--- src/shat_pkg.sv ---
package shat_pkg;

    localparam int SECTOR_COUNT_DEF  = 24;
    localparam int ROW_COUNT_DEF     = 45;
    localparam int CORDIC_STAGES_DEF = 18;

    localparam int W_COORD = 22;
    localparam int W_CRD   = 33;   // CORDIC x, y
    localparam int W_ANG   = 26;   // CORDIC residual angle
    localparam int W_P     = 26;   // point relative to pivot
    localparam int W_O     = 23;   // pivot coordinate

    localparam logic signed [31:0] Q30_ONE  = 32'sd1073741824;
    localparam logic signed [31:0] Q30_HALF = 32'sd536870912;
    localparam logic signed [31:0] Q30_R3H  = 32'sd929887697;
    localparam logic signed [W_CRD-1:0] CORDIC_GAIN = 33'sd652032874;

    localparam logic signed [26:0] DEG90  = 27'sd5898240;
    localparam logic signed [26:0] DEG180 = 27'sd11796480;
    localparam logic signed [26:0] DEG360 = 27'sd23592960;

    localparam logic signed [61:0] OUT_MAX = 62'sd2097151;
    localparam logic signed [61:0] OUT_MIN = -62'sd2097152;

    typedef struct packed {
        logic                    bad;
        logic                    neg;
        logic signed [W_P-1:0]   px;
        logic signed [W_P-1:0]   py;
        logic signed [W_O-1:0]   ox;
        logic signed [W_O-1:0]   oy;
        logic signed [W_COORD-1:0] hz;
    } t_pay;

    typedef struct packed {
        logic                    valid;
        logic signed [W_CRD-1:0] x;
        logic signed [W_CRD-1:0] y;
        logic signed [W_ANG-1:0] z;
        t_pay                    pay;
    } t_cell;

    typedef struct packed {
        logic signed [31:0] sx;
        logic signed [31:0] sy;
    } t_dir;

    function automatic logic signed [W_ANG-1:0] shat_atan(input int i);
        unique case (i)
            0:  return 26'sd2949120;
            1:  return 26'sd1740967;
            2:  return 26'sd919879;
            3:  return 26'sd466945;
            4:  return 26'sd234379;
            5:  return 26'sd117304;
            6:  return 26'sd58666;
            7:  return 26'sd29335;
            8:  return 26'sd14668;
            9:  return 26'sd7334;
            10: return 26'sd3667;
            11: return 26'sd1833;
            12: return 26'sd917;
            13: return 26'sd458;
            14: return 26'sd229;
            15: return 26'sd115;
            16: return 26'sd57;
            17: return 26'sd29;
            18: return 26'sd14;
            19: return 26'sd7;
            20: return 26'sd4;
            21: return 26'sd2;
            22: return 26'sd1;
            default: return 26'sd0;
        endcase
    endfunction

    function automatic t_dir shat_dir(input logic [4:0] k);
        t_dir d;
        unique case (k)
            5'd0:  d = '{Q30_HALF,  Q30_R3H};
            5'd1:  d = '{Q30_R3H,   Q30_HALF};
            5'd2:  d = '{Q30_ONE,   32'sd0};
            5'd3:  d = '{Q30_R3H,  -Q30_HALF};
            5'd4:  d = '{Q30_HALF, -Q30_R3H};
            5'd5:  d = '{32'sd0,   -Q30_ONE};
            5'd6:  d = '{-Q30_HALF, -Q30_R3H};
            5'd7:  d = '{-Q30_R3H, -Q30_HALF};
            5'd8:  d = '{-Q30_ONE,  32'sd0};
            5'd9:  d = '{-Q30_R3H,  Q30_HALF};
            5'd10: d = '{-Q30_HALF, Q30_R3H};
            5'd11: d = '{32'sd0,    Q30_ONE};
            5'd12: d = '{-Q30_HALF, Q30_R3H};
            5'd13: d = '{-Q30_R3H,  Q30_HALF};
            5'd14: d = '{-Q30_ONE,  32'sd0};
            5'd15: d = '{-Q30_R3H, -Q30_HALF};
            5'd16: d = '{-Q30_HALF, -Q30_R3H};
            5'd17: d = '{32'sd0,   -Q30_ONE};
            5'd18: d = '{Q30_HALF, -Q30_R3H};
            5'd19: d = '{Q30_R3H,  -Q30_HALF};
            5'd20: d = '{Q30_ONE,   32'sd0};
            5'd21: d = '{Q30_R3H,   Q30_HALF};
            5'd22: d = '{Q30_HALF,  Q30_R3H};
            5'd23: d = '{32'sd0,    Q30_ONE};
            default: d = '{32'sd0,  32'sd0};
        endcase
        return d;
    endfunction

    // Q30 round half up
    function automatic logic signed [61:0] shat_rnd30(input logic signed [61:0] v);
        return (v + 62'sd536870912) >>> 30;
    endfunction

endpackage

--- src/shat_cordic_cell.sv ---
module shat_cordic_cell
    import shat_pkg::*;
#(
    parameter int STAGE = 0
) (
    input  logic  i_clk,
    input  logic  i_rst_n,
    input  logic  i_en,
    input  t_cell i_cell,
    output t_cell o_cell
);

    localparam logic signed [W_ANG-1:0] ATAN = shat_atan(STAGE);

    t_cell r_cell;
    t_cell n_cell;

    always_comb begin
        n_cell = i_cell;
        if (i_cell.z >= 0) begin
            n_cell.x = i_cell.x - (i_cell.y >>> STAGE);
            n_cell.y = i_cell.y + (i_cell.x >>> STAGE);
            n_cell.z = i_cell.z - ATAN;
        end else begin
            n_cell.x = i_cell.x + (i_cell.y >>> STAGE);
            n_cell.y = i_cell.y - (i_cell.x >>> STAGE);
            n_cell.z = i_cell.z + ATAN;
        end
    end

    always_ff @(posedge i_clk) begin
        if (!i_rst_n) begin
            r_cell.valid <= 1'b0;
        end else if (i_en) begin
            r_cell <= n_cell;
        end
    end

    assign o_cell = r_cell;

endmodule

--- config.mk ---
export PLATFORM = sky130hd
export DESIGN_NAME = shat_cordic_cell
export DESIGN_NICKNAME = d
export VERILOG_FILES = /design/src/shat_pkg.sv /design/src/shat_cordic_cell.sv
export SDC_FILE = /design/constraint.sdc
export NUM_CORES = 1
export LEC_CHECK = 0
export CELL_PAD_IN_SITES_DETAIL_PLACEMENT = 0
export CELL_PAD_IN_SITES_GLOBAL_PLACEMENT = 1
export CORE_MARGIN = 4
export CORE_UTILIZATION = 35
export CTS_CLUSTER_SIZE = 14
export DETAILED_ROUTE_END_ITERATION = 6
export DONT_BUFFER_PORTS = 1
export MAX_ROUTING_LAYER = met4
export PLACE_DENSITY_LB_ADDON = 0.1
export SYNTH_ARGS = -nofsm -noshare
export SYNTH_HDL_FRONTEND = slang
export SYNTH_SLANG_ARGS = --single-unit
--- constraint.sdc ---
create_clock -name i_clk -period 7 [get_ports i_clk]
set_input_delay 1.05 -clock i_clk [delete_from_list [all_inputs] [get_ports i_clk]]
set_output_delay 1.05 -clock i_clk [all_outputs]
set_load 0.01 [all_outputs]
# --- Word-level counts from Yosys, hierarchy flattened ---
# Index checks and enable logic that the tools add are counted.
totals:
  regBits: 215
  input_bits: 218
  out_inout_bits: 215
  elab_cells: 19
op_classes:
  mux: 1
  magnitude_cmp: 1
  n_reduce_logical: 1
  n_addsub: 5
op_table:
  columns: ["cell", "count"]
  rows:
  - ["$mux 92", 1]
  - ["$sub 33x33->33", 2]
  - ["$add 33x33->33", 1]
  - ["$add 26x23->26 const B", 1]
  - ["$ge 26x1->1 const B", 1]
  - ["$sub 26x23->26 const B", 1]
  - ["$reduce_and 2->1", 1]

# --- Depth between registers and ports, before layout ---
# Gate-level depths: netlist of run 1.
logic_depth:
  depth_word: 2
  mapped_depth: 17
  depth_no_buf: 15

# --- Worst setup path before layout of run 1 ---
# Ideal clock, no wire load.
synth_path:
  kind: "input-to-reg"
  from: "in i_en"
  to: "reg r_cell (netlist bit o_cell[0]) (enable)"
  path_slack_ns: 0.524
  t_required_ns: 6.401
  arrival_ns: 5.877
  setup_time_ns: 0.599
  path_stages: 1
  n_path_buf: 0
  cell_sequence: "and2_1"
synth_between:
  elab_chain_cells: 1
synth_lines:
  columns: ["item", "line_no", "text"]
  rows:
  - ["start, declared", "shat_cordic_cell.sv:8", "input logic i_en,"]
  - ["$reduce_and 2->1 (no source line)", null, null]
  - ["end signal, assigned", "shat_cordic_cell.sv:35", "r_cell <= n_cell;"]
  - ["end, declared", "shat_cordic_cell.sv:15", "t_cell r_cell;"]
# Every way passes these cells.
# A chain may end at the register's enable or synchronous reset.

==> impl_results.md, run 1 <==
* Share of layout cells above drive strength 1 at 5.52%
* Fmax at roughly 230 MHz
* Buffer levels on the longest clock path at 3
* Number of setup buffers added after CTS at 0
* Wire length of the first global-routing pass at 60,700 um
* Number of global-route vias before repair at around 8,800
* Maximum Capacitance Violations at 0
* FFs w/ async S/R, synth at 0%
* Post-route standard cell area excluding fillers at 0.0137 mm2
* Clock skew after layout at 0 ns
* CP Data Arrival Time at 4.59 ns
* Critical Path Sink Type: flop
* Post-detailed-route count of antenna-violating nets at 0
* Final Routed Wirelength at 42,700 um
* TritonCTS clock tree: built
* IR Drop Worst-Case VDD at 0.177 mV
* Skew-Pair Late Insertion Delay at 0.50 ns
* Placed inst area at approximately 0.013 mm2
* Total overflow reported by the global router at 0
* Share of synthesized area occupied by flip-flops and latches at 51.2%
* Total CTS buffers at 23
* Depth of the most critical reg-to-reg path at 2
* PortBufs at 0
* Start-to-end type of the worst setup path: in2reg
* Remaining max-slew budget at the tightest pin at ~27%
* Synthesized instance count at 1,140
* Synth Area per Inst at approximately 11 um2
* Die Wd at 197 um
* Resized Gates After CTS at 0
* Req. time, crit path at 7.27 ns
* Result of the run: completed
* Average wire length per cell after detail routing at approximately 27 um
* Synthesis-stage register bit count at 214
* Class of the tightest hold or removal check: reg2reg
* Tot Pwr at 0.00348 W
* Final hold violation count at 0
* Top-level port count at 433
* Sinks on the clock net at 214
* Unrepaired setup endpoints after global routing: false
* Overall track demand over capacity in global routing at 21.2%
* Sequential cell area at between 0.006 and 0.007 mm2
* Leakage power figure at 5.15 nW
* Nets in the synthesized netlist at 1,467
* DP HPWL at 34,300 um
* Worst hold path cell count at 2
* Area growth, synth to finish at 9.08%
* Maximum level of the CTS H-tree at 1
* Type of element launching the critical path: primary input
* Initial antenna violation count at 1
* Power Density at 255 mW/mm2
* Die Footprint at 0.0389 mm2
* Routed via count at 8,750
* Cell variety after synth at 77
* Number of detailed-route iterations in the first pass at 5
* Post-route clock period utilization at 61.7%
* Primary flip-flop cell chosen by synthesis mapping: edfxtp_1
* Final WS setup at 2.68 ns
* Chip Height at 197 um
* Number of nets in the layout at 1,452
* Max reg flops at 214
* Netlist area before placement at 0.0125 mm2
* Placer Congestion at a little under 0.9
* Setup_tns at 0 ns
* Count of warnings emitted by yosys at 0
* Worst slack after detailed placement at around 2.1 ns
* Fill cell total of the finished layout at 3,518
* Floorplan core area at 0.0354 mm2
* Largest net degree at the start of global routing at 187
* Clock Root Buffer: clkbuf_16
* Biggest fanout along the worst timing path at 59
* Via-to-Cell Ratio at 5.46
* Std-Cell Rows at 69
* Worst-margin pin slew at 1.10 ns
* DR DRC count at 0
* DR iter-0 viols at 426
* Count of flip-flops with a built-in enable after synthesis at 213
* Area of combinational cells with multiple inputs at 0.00547 mm2
* Post-CTS Hold Buffers at 0
* Clock transition at the registers of the reported paths at about 0.060 ns
* Effective utilization at floorplan at 35.4%
* Min cycle time layout at 4.32 ns
* Final setup viols at 0
* Max-slew violations at 0
==> worst paths after layout <==
kind	from	end	slack, ns
max	i_cell[138]	o_cell[147]	2.68
min	o_cell[214]	o_cell[214]	0.57
max reg2reg	o_cell[214]	o_cell[214]	6.37
min reg2reg	o_cell[214]	o_cell[214]	0.57
==> power breakdown <==
part           internal, W  leakage, nW  switching (W)
Clock             0.000707        0.360       0.000480
Sequential         0.00156         2.01       0.000115
Combinational     0.000218         2.78       0.000400
Total              0.00249         5.15       0.000995
==> cell type report <==
class,count,area share (%)
inverter,112,3.09
clock buffer,24,4.24
multi-input combinational,771,40.1
tap,461,4.22
timing repair buffer,3,0.257
clock inverter,17,1.15
antenna,1,0.0183
sequential,214,47.0
==> metal layers <==
metal  routed length (um)  track usage [%]  up-vias
li1                     -                -     4102
met1                17100             25.4     4299
met2                22000             37.1      304
met3                 2740             4.23       45
met4                  775             4.57        0
met5                    0                -        -
==> cells in the mapped netlist (all sizes together), types with 17 or more instances <==
cell type  number  area (um2)
buf            31         181
xnor2          66         578
edfxtp        213        6400
nand2          49         184
nor2           83         312
inv           108         405
nand4          18         113
o21ai          73         369
o21bai         19         143
a21o           17         128
nor3           22         126
ha            105        1310
a21oi         133         669
==> worst max-delay path, stage by stage <==
cell      delay [ns]
nor4_1          0.63
nand4_1         0.33
o21ai_4         0.24
buf_4           0.60
ha_1            0.36
a21o_1          0.16
a21oi_1         0.22
o21bai_1        0.09
a21oi_1         0.22
o21bai_1        0.09
a21oi_1         0.23
o21bai_1        0.09
a21oi_1         0.17
xnor2_1         0.09
==> stage by stage <==
| stage | util (%) | cells | hold WS (ns) |
|---|---|---|---|
| finish | 38.6 | 1603 | 0.571 |
| detailed placement | 36.5 | 1561 | 0.569 |
| floorplan | - | 1140 | 0.538 |
| CTS | 38.6 | 1602 | 0.579 |
| global route | 38.6 | 1603 | 0.580 |
| global placement | 36.5 | 1561 | 0.558 |
==> layout by cell type, fill, tap and decap left out, drive strengths merged, types with 4 or more instances in the layout <==
master   instances
a2111oi          4
a211oi          12
a21o            17
a21oi          133
a31oi            6
and3             4
clkbuf          24
clkinv          15
edfxtp         213
fa               4
ha             105
inv            110
mux2i           16
nand2           49
nand2b          14
nand3           12
nand4           18
nor2            83
nor2b           12
nor3            22
nor3b            4
nor4            12
o2111ai          4
o211ai           6
o21a             8
o21ai           73
o21bai          19
o22ai            5
o31a             5
o31ai           14
xnor2           66
xor2             4
==> cell families after synthesis <==
| family | after synthesis | synth area share, % |
|---|---|---|
| AOI/OAI and AO/OA | 332 | 16.7 |
| and+or+nand+nor | 243 | 9.49 |
| DFF | 214 | 51.2 |
| buffers and inverters | 155 | 5.18 |
| adders and majority gates | 109 | 11.1 |
| xor gates and xnor gates | 70 | 4.90 |
| muxes | 17 | 1.37 |
(Power assumes the default switching activity.)
==> inputs of run 2 (changes only) <==
- clock period: 7 -> 3.51 ns (I/O delays scaled with it)
==> run 2 against run 1 <==
Against the previous run: utilization is 1.8 points higher; clock power is 130% higher; worst setup slack got worse by 2.0 ns; sequential share of layout area decreased by 2.0 points; flip-flop and latch count unchanged; non-clock buffer count grew 63; count of clock-buffer cells in the layout up 5; largest cell class unchanged.
==> impl_results.md, run 2 (same netlist as run 1, synthesis figures left out) <==
* Overall track demand over capacity in global routing at 21.5% (was 21.2%)
* Die Footprint at 0.0389 mm2 (unchanged)
* DP HPWL at 35,500 um (was 34,300 um)
* Cell repeated most along the worst path: a21oi_1 (unchanged)
* Combinational group share of total power at 18.1% (was 17.8%)
* Wire length of the first global-routing pass at 61,700 um (was 60,700 um)
* Portion of total power attributed to sequential cells at 45.1% (was 48.1%)
* Routed via count at 9,003 (was 8,750)
* Biggest fanout along the worst timing path at 6 (was 59)
* Final hold violation count at 0 (unchanged)
* Sinks on the clock net at 214 (unchanged)
* Clock skew after layout at 0 ns (unchanged)
* Setup_tns at 0 ns (unchanged)
* Post-CTS Hold Buffers at 0 (unchanged)
* Global routing usage on met3 at 4.30% (was 4.23%)
* Total placed cells including tap cells at 1,624 (was 1,561)
* Depth of the most critical reg-to-reg path at 2 (unchanged)
* Final Routed Wirelength at 43,600 um (was 42,700 um)
* Cell with the largest stage delay on the worst path: ha_1 (was nor4_1)
* Std-Cell Rows at 69 (unchanged)
* Critical path depth at 15 (was 14)
* Via-to-Cell Ratio at 5.39 (was 5.46)
* DR iter-0 viols at 486 (was 426)
* Total CTS buffers at 25 (was 23)
* PortBufs at 0 (unchanged)
* Die Wd at 197 um (unchanged)
* Max-slew violations at 0 (unchanged)
* Critical Path Sink Type: flop (unchanged)
* Met1 Resource Use GR at 25.8% (was 25.4%)
* Number of detailed-route iterations in the first pass at 5 (unchanged)
* Skew-Pair Late Insertion Delay at 0.52 ns (was 0.50 ns)
* Leakage power figure at 5.51 nW (was 5.15 nW)
* Max reg flops at 214 (unchanged)
* Start-to-end type of the worst setup path: in2reg (unchanged)
* Clock network fraction of total power at 36.8% (was 34.1%)
* Met2 GRT Util at 38.2% (was 37.1%)
* Critical-path cell list: inv_1 -> ha_1 -> nor4b_1 -> nand4_1 -> o21ai_4 -> inv_2 -> ha_1 -> a21oi_1 -> o21bai_1 -> a21oi_1 -> o21bai_1 -> a21oi_1 -> o21bai_1 -> a21oi_1 -> xnor2_1 (was nor4_1 -> nand4_1 -> o21ai_4 -> buf_4 -> ha_1 -> a21o_1 -> a21oi_1 -> o21bai_1 -> a21oi_1 -> o21bai_1 -> a21oi_1 -> o21bai_1 -> a21oi_1 -> xnor2_1)
* Type of element launching the critical path: primary input (unchanged)
* Area growth, synth to finish at 14.0% (was 9.08%)
* Min cycle time layout at 2.84 ns
* Class of the tightest hold or removal check: in2reg (was reg2reg)
* Post-route standard cell area excluding fillers at 0.0143 mm2 (was 0.0137 mm2)
* Worst path max stage delay at 0.33 ns (was 0.63 ns)
* Number of nets in the layout at 1,517 (was 1,452)
* Number of global-route vias before repair at 9,012 (was 8,791)
* Most common cell after layout, fill and taps aside: edfxtp_1 (unchanged)
* Final cell count without fillers at 1,669 (was 1,603)
* Worst hold path cell count at 0 (was 2)
* Initial antenna violation count at 0 (was 1)
* Placed inst area at 0.0134 mm2 (was 0.0129 mm2)
* Layer with the highest usage: met2 (unchanged)
* Placer Congestion at 0.882 (was 0.876)
* Total overflow reported by the global router at 0 (unchanged)
* Switching Fraction at 28.4% (was 28.6%)
* TritonCTS clock tree: built (unchanged)
* Unrepaired setup endpoints after global routing: false (unchanged)
* Switching power total at 0.00211 W (was 0.000995 W)
* Result of the run: completed (unchanged)
* Buffers and inverters on the worst path at 2 (was 1)
* Maximum level of the CTS H-tree at 1 (unchanged)
* Floorplan core area at 0.0354 mm2 (unchanged)
* Buffer levels on the longest clock path at 3 (unchanged)
* Maximum Capacitance Violations at 0 (unchanged)
* Worst-margin pin slew at 0.864 ns (was 1.10 ns)
* IR Drop Worst-Case VDD at 0.422 mV (was 0.177 mV)
* Average wire length per cell after detail routing at 26.1 um (was 26.6 um)
* Number of setup buffers added after CTS at 0 (unchanged)
* Chip Height at 197 um (unchanged)
* Effective utilization at floorplan at 35.4% (unchanged)
* Fmax at 352 MHz
* Clock transition at the registers of the reported paths at 0.06 ns (about the same)
* Most frequent cells in the layout: edfxtp_1 (213), a21oi_1 (132), inv_1 (107) (unchanged)
* Largest net degree at the start of global routing at 57 (was 187)
* Power Density at 520 mW/mm2 (was 255 mW/mm2)
* Share of layout cells above drive strength 1 at 10.9% (was 5.52%)
* Remaining max-slew budget at the tightest pin at 42.4% (was 26.8%)
* Kind of cell with the highest combined delay on the critical path: compound AO/OA/AOI/OAI gates (unchanged)
* Req. time, crit path at 3.78 ns (was 7.27 ns)
* Internal portion of total power at 0.00531 W (was 0.00249 W)
* CP Data Arrival Time at 3.11 ns (was 4.59 ns)
* Post-route clock period utilization at slightly above 80%
* Post-detailed-route count of antenna-violating nets at 0 (unchanged)
* Top-level port count at 433 (unchanged)
* DR DRC count at 0 (unchanged)
* Resized Gates After CTS at 0 (unchanged)
* Diode count at 0 (was 1)
* Clock Root Buffer: clkbuf_16 (unchanged)
* Final setup viols at 0 (unchanged)
run 2: power groups by stage:
stage	Combinational (W)	Clock, W	Sequential [W]
floorplan	0.000911	0	0.00332
global placement	0.00135	0	0.00341
detailed placement	0.00134	0	0.00341
CTS	0.00135	0.00281	0.00336
global route	0.00148	0.00293	0.00336
finish	0.00134	0.00273	0.00335
run 2: area by class of cell:
type,count,area (um2)
fillers,3456,21100
flip-flops and latches,214,6420
multi-input cells,771,5470
clock buffers,29,641
well taps,461,577
repair buffers,66,533
inverters,112,422
clock inverters,16,220
run 2: through the flow:
| step | power, W | util, % | hold slack, ns | worst slack (ns) |
|---|---|---|---|---|
| 2_1_floorplan | 0.00423 | - | 0.538 | 0.0444 |
| 3_3_place_gp | 0.00477 | 37.9 | 0.556 | 0.139 |
| 3_5_place_dp | 0.00475 | 37.9 | 0.567 | 0.147 |
| 4_1_cts | 0.00752 | 40.3 | 0.0582 | 0.681 |
| 5_1_grt | 0.00776 | 40.3 | 0.0563 | 0.458 |
| 6_report | 0.00742 | 40.3 | 0.0924 | 0.666 |
run 2: path summary, 6_finish.rpt:
| check | to | start | slack, ns |
|---|---|---|---|
| worst min-delay path | o_cell[96] | i_cell[96] | 0.09 |
| worst min register to register | o_cell[214] | o_cell[214] | 0.57 |
| worst max-delay path | o_cell[147] | i_cell[147] | 0.67 |
| worst max register to register | o_cell[214] | o_cell[214] | 2.88 |
run 2: routing by layer:
layer / wire length (um) / part of all wire, %
met2: 22400 / 51
met5: 0 / 0
met4: 684 / 1.6
met1: 17800 / 41
met3: 2700 / 6.2
==> inputs of run 3 (changes only) <==
- clock period: 3.51 -> 2.4 ns (I/O delays scaled with it)
==> run 3 against run 2 <==
Against the previous run: combinational power is 110% higher; register-to-register slack worse by 1.2 ns; utilization is 10 points higher; via count is 16% higher; critical path depth is 1 lower; worst hold slack worse by 0.059 ns; die area stayed put; non-clock buffer count is 372 higher; final area is 26% higher; sequential share of layout area is 9.1 points lower; sequential power is 46% higher; flip-flop and latch count stayed put; critical path type unchanged; critical endpoint is now o_cell[201]; largest cell class unchanged; largest power group unchanged.
==> impl_results.md, run 3 (same netlist as run 1, synthesis figures left out) <==
* Result of the run: completed (unchanged)
* Total overflow reported by the global router at 0 (unchanged)
* Worst-margin pin slew at 0.549 ns (was 0.864 ns)
* Area growth, synth to finish at 43.2% (was 14.0%)
* Post-detailed-route count of antenna-violating nets at 0 (unchanged)
* Sequential cell area at 0.00642 mm2 (unchanged)
* Skew-Pair Late Insertion Delay at 0.52 ns (about the same)
* DP HPWL at 37,800 um (was 35,500 um)
* Largest net degree at the start of global routing at 100 (was 57)
* PortBufs at 0 (unchanged)
* Placer Congestion at 0.901 (was 0.882)
* Average wire length per cell after detail routing at 23.3 um (was 26.1 um)
* Die Footprint at 0.0389 mm2 (unchanged)
* Max-slew violations at 0 (unchanged)
* TritonCTS clock tree: built (unchanged)
* Die Wd at 197 um (unchanged)
* Switching power total at 0.00326 W (was 0.00211 W)
* Switching Fraction at 29.2% (was 28.4%)
* Sinks on the clock net at 214 (unchanged)
* Overall track demand over capacity in global routing at 23.7% (was 21.5%)
* Clock network fraction of total power at 30.7% (was 36.8%)
* Worst slack after detailed placement at -0.781 ns (was 0.147 ns)
* Setup_tns at 0 ns (unchanged)
* Final Routed Wirelength at 47,500 um (was 43,600 um)
* Number of nets in the layout at 1,888 (was 1,517)
* Final hold slack at 0.0335 ns (was 0.0924 ns)
* Routed via count at 10,400 (was 9,003)
* Buffer levels on the longest clock path at 3 (unchanged)
* Req. time, crit path at 2.67 ns (was 3.78 ns)
* Number of detailed-route iterations in the first pass at 5 (unchanged)
* Power Density at 622 mW/mm2 (was 520 mW/mm2)
* Clock skew after layout at 0 ns (unchanged)
* Tot Pwr at 0.0112 W (was 0.00742 W)
* Effective utilization at floorplan at 35.4% (unchanged)
* DR iter-0 viols at 472 (was 486)
* Std-Cell Rows at 69 (unchanged)
* Remaining max-slew budget at the tightest pin at 63.4% (was 42.4%)
* Top-level port count at 433 (unchanged)
* Final setup viols at 0 (unchanged)
* Fmax at between 400 and 500 MHz
* Most common cell after layout, fill and taps aside: buf_4 (was edfxtp_1)
* DR DRC count at 0 (unchanged)
* IR Drop Worst-Case VDD at 0.742 mV (was 0.422 mV)
* Unrepaired setup endpoints after global routing: true (was false)
* Critical Path Sink Type: flop (unchanged)
* Combinational group share of total power at 25.4% (was 18.1%)
* Chip Height at 197 um (unchanged)
* Floorplan core area at 0.0354 mm2 (unchanged)
* Maximum level of the CTS H-tree at 1 (unchanged)
* Share of layout cells above drive strength 1 at 28.9% (was 10.9%)
* Via-to-Cell Ratio at 5.10 (was 5.39)
* Number of global-route vias before repair at 10,700 (was 9,012)
* Portion of total power attributed to sequential cells at 43.9% (was 45.1%)
* Initial antenna violation count at 3 (was 0)
* Clock Root Buffer: clkbuf_16 (unchanged)
* Total CTS buffers at 24 (was 25)
* Area of combinational cells with multiple inputs at 0.00606 mm2 (was 0.00547 mm2)
* Maximum Capacitance Violations at 0 (unchanged)
* Final hold violation count at 0 (unchanged)
* CP Data Arrival Time at 2.63 ns (was 3.11 ns)
* Max reg flops at 214 (unchanged)
* Internal portion of total power at 0.00790 W (was 0.00531 W)
* Fill cell total of the finished layout at 3,196 (was 3,456)
* Post-route clock period utilization at between 90% and 100%
* Wire length of the first global-routing pass at 68,000 um (was 61,700 um)
* Leakage power figure at 7.20 nW (was 5.51 nW)
* Biggest fanout along the worst timing path at 6 (unchanged)
* Start-to-end type of the worst setup path: in2reg (unchanged)
* Clock transition at the registers of the reported paths at 0.06 ns (about the same)
* Min cycle time layout at 2.36 ns
* Class of the tightest hold or removal check: in2reg (unchanged)
* Final WS setup at 0.0403 ns (was 0.666 ns)
* Most frequent cells in the layout: buf_4 (294), edfxtp_1 (213), dlygate4sd3_1 (139) (was edfxtp_1 (213), a21oi_1 (132), inv_1 (107))
* Type of element launching the critical path: primary input (unchanged)
run 3: routing by layer:
metal	track usage [%]	vias up	wire length (um)
li1	-	4985	-
met1	27.0	5030	18700
met2	41.8	322	24300
met3	4.84	73	2910
met4	7.81	0	1690
met5	-	-	0
run 3: final cells by class:
class | instances | share of cell area [%]
multi-input combinational | 771 | 33.8
clock buffer | 35 | 3.75
tap | 461 | 3.22
inverter | 112 | 2.62
clock inverter | 8 | 0.258
sequential | 214 | 35.8
antenna | 3 | 0.0419
timing repair buffer | 438 | 20.5
run 3: power by group through the flow:
stage	logic [W]	registers, W	clock network, W
2_1_floorplan	0.00144	0.00486	0
3_3_place_gp	0.00253	0.00498	0
3_5_place_dp	0.00253	0.00498	0
4_1_cts	0.00276	0.00491	0.00354
5_1_grt	0.00308	0.00491	0.00369
6_report	0.00283	0.00490	0.00343
run 3: path summary, 6_finish.rpt:
path | startpoint | end | slack (ns) | cells after the start
worst min-delay path | i_cell[214] | o_cell[214] | 0.03 | 2
worst max-delay path | i_cell[153] | o_cell[201] | 0.04 | 14
worst min register to register | o_cell[214] | o_cell[214] | 0.59 | 2
worst max register to register | o_cell[214] | o_cell[214] | 1.73 | 2
run 3: what timing repair did:
action / in CTS / in global routing
gates resized for setup: 9 / 55
hold endpoints to repair: 139 / 0
setup endpoints to repair: 11 / 24
pin swaps: 11 / 38
hold buffers: 139 / 0
setup buffers: 4 / 8
run 3: per-stage QoR:
step	area (um2)	std cells	util [%]
2_1_floorplan	13000	1140	-
3_3_place_gp	15400	1845	43.6
3_5_place_dp	15400	1845	43.6
4_1_cts	17600	2031	49.8
5_1_grt	17900	2042	50.6
6_report	17900	2042	50.6
run 3: worst max-delay path: stages:
cell	delay, ns
inv_2	0.02
ha_4	0.23
buf_4	0.15
nor3_4	0.25
buf_4	0.15
buf_4	0.09
a21bo_4	0.16
a21oi_2	0.08
a21o_1	0.22
buf_4	0.17
o21ai_0	0.26
o21ai_0	0.16
xnor2_1	0.16
buf_4	0.14
